<file path="src/hdl/oait_pkg.sv">
`timescale 1ns / 1ps
// ----------------------------------------------------------------------------
// oait_pkg: shared definitions of the open address identifier table
// Default sizes, field widths, command, status and slot mark codes.
// ----------------------------------------------------------------------------
package oait_pkg;

    localparam int SLOT_BITS_DEF   = 10;
    localparam int KEY_BITS_DEF    = 31;
    localparam int HANDLE_BITS_DEF = 16;

    localparam int CMD_BITS    = 2;
    localparam int STATUS_BITS = 3;
    localparam int MARK_BITS   = 2;
    localparam int MASK_RESET  = 15;

    typedef enum logic [CMD_BITS-1:0] {
        CMD_INSERT = 2'd0,
        CMD_DELETE = 2'd1,
        CMD_LOOKUP = 2'd2
    } t_cmd;

    typedef enum logic [STATUS_BITS-1:0] {
        ST_OK        = 3'd0,
        ST_NOT_FOUND = 3'd1,
        ST_IN_USE    = 3'd2,
        ST_FULL      = 3'd3,
        ST_ZERO_KEY  = 3'd4
    } t_status;

    typedef enum logic [MARK_BITS-1:0] {
        MARK_EMPTY = 2'd0,
        MARK_LIVE  = 2'd1,
        MARK_TOMB  = 2'd2
    } t_mark;

endpackage

</file>
<file path="src/hdl/oait_ctrl.sv">
`timescale 1ns / 1ps
// ----------------------------------------------------------------------------
// oait_ctrl: probe sequencer of the identifier table
// Clears the marks after reset, walks the perturbed probe sequence one slot
// read at a time and writes the slot back when the result is handed over.
// ----------------------------------------------------------------------------
module oait_ctrl #(
    parameter int SLOT_BITS   = oait_pkg::SLOT_BITS_DEF,
    parameter int KEY_BITS    = oait_pkg::KEY_BITS_DEF,
    parameter int HANDLE_BITS = oait_pkg::HANDLE_BITS_DEF
) (
    input  logic                            i_clk,
    input  logic                            i_rst_n,
    input  logic [SLOT_BITS-1:0]            i_mask,
    output logic                            o_ready,
    input  logic                            i_in_acc,
    input  logic [oait_pkg::CMD_BITS-1:0]   i_cmd,
    input  logic [KEY_BITS-1:0]             i_key,
    input  logic [HANDLE_BITS-1:0]          i_handle,
    output logic                            o_res_valid,
    input  logic                            i_res_taken,
    output logic [oait_pkg::STATUS_BITS-1:0] o_status,
    output logic [HANDLE_BITS-1:0]          o_handle_out,
    output logic [SLOT_BITS-1:0]            o_slot_out,
    output logic                            o_rd_en,
    output logic [SLOT_BITS-1:0]            o_rd_addr,
    input  logic [oait_pkg::MARK_BITS-1:0]  i_rd_mark,
    input  logic [KEY_BITS-1:0]             i_rd_key,
    input  logic [HANDLE_BITS-1:0]          i_rd_owner,
    output logic [SLOT_BITS-1:0]            o_wr_addr,
    output logic                            o_mark_we,
    output logic [oait_pkg::MARK_BITS-1:0]  o_mark_wdata,
    output logic                            o_entry_we,
    output logic [KEY_BITS-1:0]             o_key_wdata,
    output logic [HANDLE_BITS-1:0]          o_owner_wdata
);
    import oait_pkg::*;

    localparam int CNT_BITS = SLOT_BITS + 1;
    localparam logic [CNT_BITS-1:0] PROBE_LAST = CNT_BITS'((1 << SLOT_BITS) + 3);

    typedef enum logic [4:0] {
        S_CLEAR = 5'b00001,
        S_IDLE  = 5'b00010,
        S_ADDR  = 5'b00100,
        S_CHECK = 5'b01000,
        S_DONE  = 5'b10000
    } t_state;

    t_state                 r_state, n_state;
    logic [SLOT_BITS-1:0]   r_clr, n_clr;
    logic [CMD_BITS-1:0]    r_cmd, n_cmd;
    logic [KEY_BITS-1:0]    r_key, n_key;
    logic [HANDLE_BITS-1:0] r_handle, n_handle;
    logic [SLOT_BITS-1:0]   r_idx, n_idx;
    logic [SLOT_BITS-1:0]   r_perturb, n_perturb;
    logic [CNT_BITS-1:0]    r_cnt, n_cnt;
    logic                   r_have_free, n_have_free;
    logic                   r_free_empty, n_free_empty;
    logic [SLOT_BITS-1:0]   r_free_slot, n_free_slot;
    t_status                r_status, n_status;
    logic [HANDLE_BITS-1:0] r_handle_out, n_handle_out;
    logic [SLOT_BITS-1:0]   r_slot_out, n_slot_out;
    logic [CNT_BITS-1:0]    r_live, n_live;
    logic [CNT_BITS-1:0]    r_filled, n_filled;

    logic [SLOT_BITS-1:0]   cur_slot;
    logic [KEY_BITS+SLOT_BITS-1:0] key_ext;
    logic [SLOT_BITS-1:0]   key_slot;
    logic [SLOT_BITS+2:0]   step_sum;
    logic                   wb_go;
    logic                   is_insert;

    assign cur_slot  = r_idx & i_mask;
    assign key_ext   = {{SLOT_BITS{1'b0}}, i_key};
    assign key_slot  = key_ext[SLOT_BITS-1:0] & i_mask;
    assign step_sum  = {1'b0, r_idx, 2'b00} + {3'b000, r_idx} + {3'b000, r_perturb}
                     + (SLOT_BITS+3)'(1);
    assign is_insert = (r_cmd == CMD_INSERT);
    assign wb_go     = (r_state == S_DONE) && i_res_taken && (r_status == ST_OK);

    always_comb begin
        logic hf;
        logic fe;
        logic [SLOT_BITS-1:0] fs;
        logic hit;
        logic stop;
        n_state      = r_state;
        n_clr        = r_clr;
        n_cmd        = r_cmd;
        n_key        = r_key;
        n_handle     = r_handle;
        n_idx        = r_idx;
        n_perturb    = r_perturb;
        n_cnt        = r_cnt;
        n_have_free  = r_have_free;
        n_free_empty = r_free_empty;
        n_free_slot  = r_free_slot;
        n_status     = r_status;
        n_handle_out = r_handle_out;
        n_slot_out   = r_slot_out;
        n_live       = r_live;
        n_filled     = r_filled;
        hf           = r_have_free;
        fe           = r_free_empty;
        fs           = r_free_slot;
        hit          = 1'b0;
        stop         = 1'b0;
        unique case (r_state)
            S_CLEAR: begin
                n_clr = r_clr + 1'b1;
                if (r_clr == '1) begin
                    n_state = S_IDLE;
                end
            end
            S_IDLE: begin
                if (i_in_acc) begin
                    n_cmd        = i_cmd;
                    n_key        = i_key;
                    n_handle     = i_handle;
                    n_idx        = key_slot;
                    n_perturb    = key_slot;
                    n_cnt        = '0;
                    n_have_free  = 1'b0;
                    n_free_empty = 1'b0;
                    n_free_slot  = '0;
                    n_handle_out = '0;
                    n_slot_out   = '0;
                    priority if (i_cmd != CMD_INSERT && i_cmd != CMD_DELETE
                                 && i_cmd != CMD_LOOKUP) begin
                        n_status = ST_NOT_FOUND;
                        n_state  = S_DONE;
                    end else if (i_cmd == CMD_INSERT && i_key == '0) begin
                        n_status = ST_ZERO_KEY;
                        n_state  = S_DONE;
                    end else if (i_cmd == CMD_INSERT
                                 && r_filled >= {1'b0, i_mask >> 1}) begin
                        n_status = ST_FULL;
                        n_state  = S_DONE;
                    end else begin
                        n_state = S_ADDR;
                    end
                end
            end
            S_ADDR: begin
                n_state = S_CHECK;
            end
            S_CHECK: begin
                if (i_rd_mark == MARK_EMPTY) begin
                    if (!hf) begin
                        hf = 1'b1;
                        fe = 1'b1;
                        fs = cur_slot;
                    end
                    stop = 1'b1;
                end else if (i_rd_mark == MARK_LIVE) begin
                    if (is_insert && i_rd_key == r_key) begin
                        hit      = 1'b1;
                        n_status = ST_IN_USE;
                    end else if (r_cmd == CMD_DELETE && i_rd_owner == r_handle) begin
                        hit        = 1'b1;
                        n_status   = ST_OK;
                        n_slot_out = cur_slot;
                    end else if (r_cmd == CMD_LOOKUP && i_rd_key == r_key) begin
                        hit          = 1'b1;
                        n_status     = ST_OK;
                        n_handle_out = i_rd_owner;
                        n_slot_out   = cur_slot;
                    end
                end else if (!hf) begin
                    hf = 1'b1;
                    fs = cur_slot;
                end
                n_have_free  = hf;
                n_free_empty = fe;
                n_free_slot  = fs;
                if (hit) begin
                    n_state = S_DONE;
                end else if (stop || r_cnt == PROBE_LAST) begin
                    n_state = S_DONE;
                    priority if (!is_insert) begin
                        n_status = ST_NOT_FOUND;
                    end else if (!hf) begin
                        n_status = ST_FULL;
                    end else begin
                        n_status   = ST_OK;
                        n_slot_out = fs;
                    end
                end else begin
                    n_idx     = step_sum[SLOT_BITS-1:0];
                    n_perturb = r_perturb >> 5;
                    n_cnt     = r_cnt + 1'b1;
                    n_state   = S_ADDR;
                end
            end
            S_DONE: begin
                if (i_res_taken) begin
                    n_state = S_IDLE;
                    if (wb_go && is_insert) begin
                        n_live = r_live + 1'b1;
                        if (r_free_empty) begin
                            n_filled = r_filled + 1'b1;
                        end
                    end else if (wb_go && r_cmd == CMD_DELETE && r_live != '0) begin
                        n_live = r_live - 1'b1;
                    end
                end
            end
            default: begin
                n_state = S_IDLE;
            end
        endcase
    end

    always_ff @(posedge i_clk) begin
        if (!i_rst_n) begin
            r_state  <= S_CLEAR;
            r_clr    <= '0;
            r_live   <= '0;
            r_filled <= '0;
        end else begin
            r_state  <= n_state;
            r_clr    <= n_clr;
            r_live   <= n_live;
            r_filled <= n_filled;
        end
    end

    always_ff @(posedge i_clk) begin
        r_cmd        <= n_cmd;
        r_key        <= n_key;
        r_handle     <= n_handle;
        r_idx        <= n_idx;
        r_perturb    <= n_perturb;
        r_cnt        <= n_cnt;
        r_have_free  <= n_have_free;
        r_free_empty <= n_free_empty;
        r_free_slot  <= n_free_slot;
        r_status     <= n_status;
        r_handle_out <= n_handle_out;
        r_slot_out   <= n_slot_out;
    end

    assign o_ready      = (r_state == S_IDLE);
    assign o_res_valid  = (r_state == S_DONE);
    assign o_status     = r_status;
    assign o_handle_out = r_handle_out;
    assign o_slot_out   = r_slot_out;

    assign o_rd_en   = (r_state == S_ADDR);
    assign o_rd_addr = cur_slot;

    assign o_wr_addr     = (r_state == S_CLEAR) ? r_clr : r_slot_out;
    assign o_mark_we     = (r_state == S_CLEAR)
                         || (wb_go && (is_insert || r_cmd == CMD_DELETE));
    assign o_mark_wdata  = (r_state == S_CLEAR) ? MARK_EMPTY
                         : (is_insert ? MARK_LIVE : MARK_TOMB);
    assign o_entry_we    = wb_go && is_insert;
    assign o_key_wdata   = r_key;
    assign o_owner_wdata = r_handle;

endmodule
</file>
<file path="config.mk">
export PLATFORM = sky130hd
export DESIGN_NAME = oait_ctrl
export DESIGN_NICKNAME = d
export VERILOG_FILES = /design/src/hdl/oait_pkg.sv /design/src/hdl/oait_ctrl.sv
export SDC_FILE = /design/constraint.sdc
export NUM_CORES = 1
export LEC_CHECK = 0
export BUFFER_PORTS_ARGS = -buffer_cell sky130_fd_sc_hd__buf_2
export CAP_MARGIN = 20
export CORE_MARGIN = 4
export CORE_UTILIZATION = 45
export DETAILED_ROUTE_END_ITERATION = 16
export GPL_TIMING_DRIVEN = 0
export PLACE_DENSITY_LB_ADDON = 0.05
export REMOVE_ABC_BUFFERS = 1
export SLEW_MARGIN = 30
export SYNTH_ARGS = -nofsm -noshare
export SYNTH_HDL_FRONTEND = slang
export SYNTH_SLANG_ARGS = --single-unit
</file>
<file path="constraint.sdc">
create_clock -name i_clk -period 3.4 [get_ports i_clk]
set_input_delay 0.34 -clock i_clk [delete_from_list [all_inputs] [get_ports i_clk]]
set_output_delay 0.34 -clock i_clk [all_outputs]
set_load 0.03 [all_outputs]
</file>
==> results.md <==
- Worst-path cell chain: fa_1 > fa_1 > a21o_1 > a21oi_1 > o21bai_1 > a211o_1 > a31oi_1 > xnor2_1 > a21o_1
- Initial Utilization: 0.460
- Hold buffer count at CTS: 0
- PostCTS Resize Cnt: 0
- Tmin final: 3.08 ns
- Switch Pwr: 0.845 mW
- Die height: 138 µm
- Gate power share: 0.049
- Hpwl dp: 15100 µm
- First-pass GRT wire length: 30200 µm
- Seq cells post-synth: 147
- Most frequent cell after synthesis: edfxtp_1
- Setup bufs post-CTS: 0
- RSZ-0062 raised after global routing: false
- Post-synth cell types: 65
- PortBufs: 214
- Async S/R FF share, synth: 0
- DRT Wirelength: 19200 µm
- Iter 0 DRT Violations: 212
- YS warnings: 0
- Grt peak-use layer: met2
- Max clock buf depth: 2
- Clock root buffer: clkbuf_16
- DP Area: 8950 µm²
- Power Internal: 3.41 mW
- Antenna Nets Post-Route: 0
- Slew @ Worst Pin: 0.742 ns
- VDD IR-drop max: 0.392 mV
- Sw frac: 0.199
- Die width: 138 µm
- Skew final: 0.00963 ns
- Reg power frac: 0.456
- Vias in the first global route: 5675
- Cell Area, Synth: 7640 µm²
- Slew margin rel.: 0.505
- CTS Sinks: 147
- Hold Path Class: in2reg
- Mean post-synth cell area: 12.1 µm²
- Global router's overall resource usage: 0.198
- Drt pass-1 iters: 5
- Met1 Use GR: 0.248
- Crit path capture type: register
- Core ar.: 16600 µm²
- CTS tree: yes
- Fin. max-slew vios: 0
- Synth area leader: edfxtp_1
- Vias/cell: 5.11
- Worst Path Buf+Inv: 0
- Pwr Density: 442 nW/µm²
- Remaining routing DRC violations: 0
- Slowest Stage Delay on Critical Path: 0.55 ns
- Via Count: 5530
- GRT overflow: 0
- Drt wl/cell: 17.7 µm
- Largest fanout on the critical path: 3
- IO Pins: 215
- Leakage power: 3.81 nW
- Hold_ws: 0.0898 ns
- Startpoint types: register
- CP arrival: 3.25 ns
- Clk pwr share: 0.495
- Critical path's top delay family: compound AO/OA/AOI/OAI gates
- Worst-path clk slew: 0.06 ns
- Filler cells: 1477
- Max Freq: 325 MHz
- # setup viols final: 0
- Status: finished clean
- Post-synth EDFFs: 121
- Initial antenna violation count: 1
- Post-synth top cells: edfxtp_1, nand2_1, xnor2_1
- Final period util: 0.906
- Area Overhead vs Synth: 25.9%
- CTS H-tree lvls: 4
- Final Hold Viols: 0
- Pin count of the biggest net entering global routing: 38
- Synth top area share: 0.476
- Placer Congestion: 0.860
- Layout Nets: 992
- Synth Flop Type: edfxtp_1
- Sequential area share after synthesis: 0.544
- Final instance area: 9620 µm²
- Met2 usage: 0.338
- M3 GR Usage: 0.0546
- CTS Buf Count: 17
- Setup_tns: 0 ns
- Std-Cell Rows: 47
- Worst-Skew Late Latency: 0.42 ns
- Die area: 19100 µm²
- Synth top area cells: edfxtp_1, dfxtp_1, xnor2_1
- Worst Path Required: 3.57 ns
- # Max-Cap Violations: 0
- Setup Crit Path Kind: reg2reg
- Share of cells above drive strength 1: 0.338
- Slowest CP cell: fa_1
- Cell count after synthesis: 632
==> final cells by class <==
type                    instances  area (µm²)  area share
clock inverters                13         231      0.0241
clock buffers                  18         429      0.0446
repair buffers                218        1130       0.118
inverters                      21        80.1     0.00833
flip-flops and latches        147        4150       0.432
multi-input cells             445        3310       0.344
well taps                     220         275      0.0286
diodes                          1        2.50    0.000260
==> worst reg2reg max path: stages, from the launching register on <==
cell and delay [ns]:
edfxtp_1 0.48, fa_1 0.55, fa_1 0.47, a21o_1 0.18, a21oi_1 0.27, o21bai_1 0.13
a211o_1 0.31, a31oi_1 0.20, xnor2_1 0.09, a21o_1 0.17
==> registers in the layout, indices dropped and copies added, names as in the netlist <==
name           cells
o_key_wdata       31
o_handle_out      16
o_owner_wdata     16
r_cnt             11
r_filled          11
o_slot_out        10
r_clr             10
r_free_slot       10
r_idx             10
r_perturb         10
r_state            5
o_status           3
r_cmd              2
r_free_empty       1
r_have_free        1
==> logic make-up (layout without fill, tap and decap cells) <==
family,count (synthesis),count (layout),synth area share
DFF,147,147,0.544
other,0,1,0
xor gates and xnor gates,79,79,0.0906
AOI/OAI and AO/OA,76,76,0.0762
and+or+nand+nor,239,239,0.182
adders and majority gates,30,30,0.0570
buffers and inverters,40,270,0.0228
muxes,21,21,0.0275
==> power by group through the flow <==
stage / Combinational [mW] / Sequential, mW / Clock, mW
finish: 0.208 / 1.94 / 2.10
floorplan: 0.0921 / 1.98 / 0
global route: 0.228 / 1.94 / 2.21
global placement: 0.204 / 1.98 / 0
CTS: 0.210 / 1.94 / 2.14
detailed placement: 0.209 / 1.98 / 0
==> layer usage <==
| metal | up-vias | routed length [µm] |
|---|---|---|
| li1 | 2724 | - |
| met1 | 2640 | 8260 |
| met2 | 151 | 9680 |
| met3 | 15 | 1020 |
| met4 | 0 | 247 |
| met5 | - | 0 |
==> final timing paths <==
path,endpoint,from,depth (start not counted),slack (ns)
worst min-delay path,o_owner_wdata[1]$_DFFE_PP_,i_handle[1],1,0.09
worst max register to register,r_idx[9]$_DFFE_PP_,r_idx[2]$_DFFE_PP_,9,0.32
worst max-delay path,r_idx[9]$_DFFE_PP_,r_idx[2]$_DFFE_PP_,9,0.32
worst min register to register,r_clr[7]$_SDFFE_PN0P_,r_clr[7]$_SDFFE_PN0P_,2,0.50
==> layout by cell type (no fill, tap or decap), types with 8 or more instances in the layout <==
master / netlist / routed
a211oi_2: 10 / 10
buf_2: 0 / 214
and2_2: 10 / 11
inv_1: 20 / 19
nand3_1: 14 / 14
nand4_1: 10 / 10
dfxtp_1: 26 / 26
ha_1: 22 / 22
o21ai_0: 16 / 16
clkbuf_16: 0 / 17
or3_1: 8 / 8
nor3_1: 9 / 9
mux2i_1: 21 / 21
and2_1: 33 / 32
nand2_1: 58 / 57
xor2_1: 34 / 34
a21o_1: 12 / 12
nor2_1: 32 / 32
nor4_1: 11 / 11
edfxtp_1: 121 / 121
and3_1: 15 / 15
xnor2_1: 45 / 45
nor2b_1: 9 / 9
fa_1: 8 / 8
==> per-stage QoR <==
step	total power [mW]	setup slack, ns	utilization	std cells
final	4.25	0.320	0.580	1083
after global routing	4.38	0.120	0.580	1083
after CTS	4.29	0.291	0.580	1082
after detailed placement	2.19	0.289	0.540	1051
after global placement	2.18	-2.16	0.536	1047
after floorplan	2.07	-0.383	-	613
(Power assumes the default switching activity.)
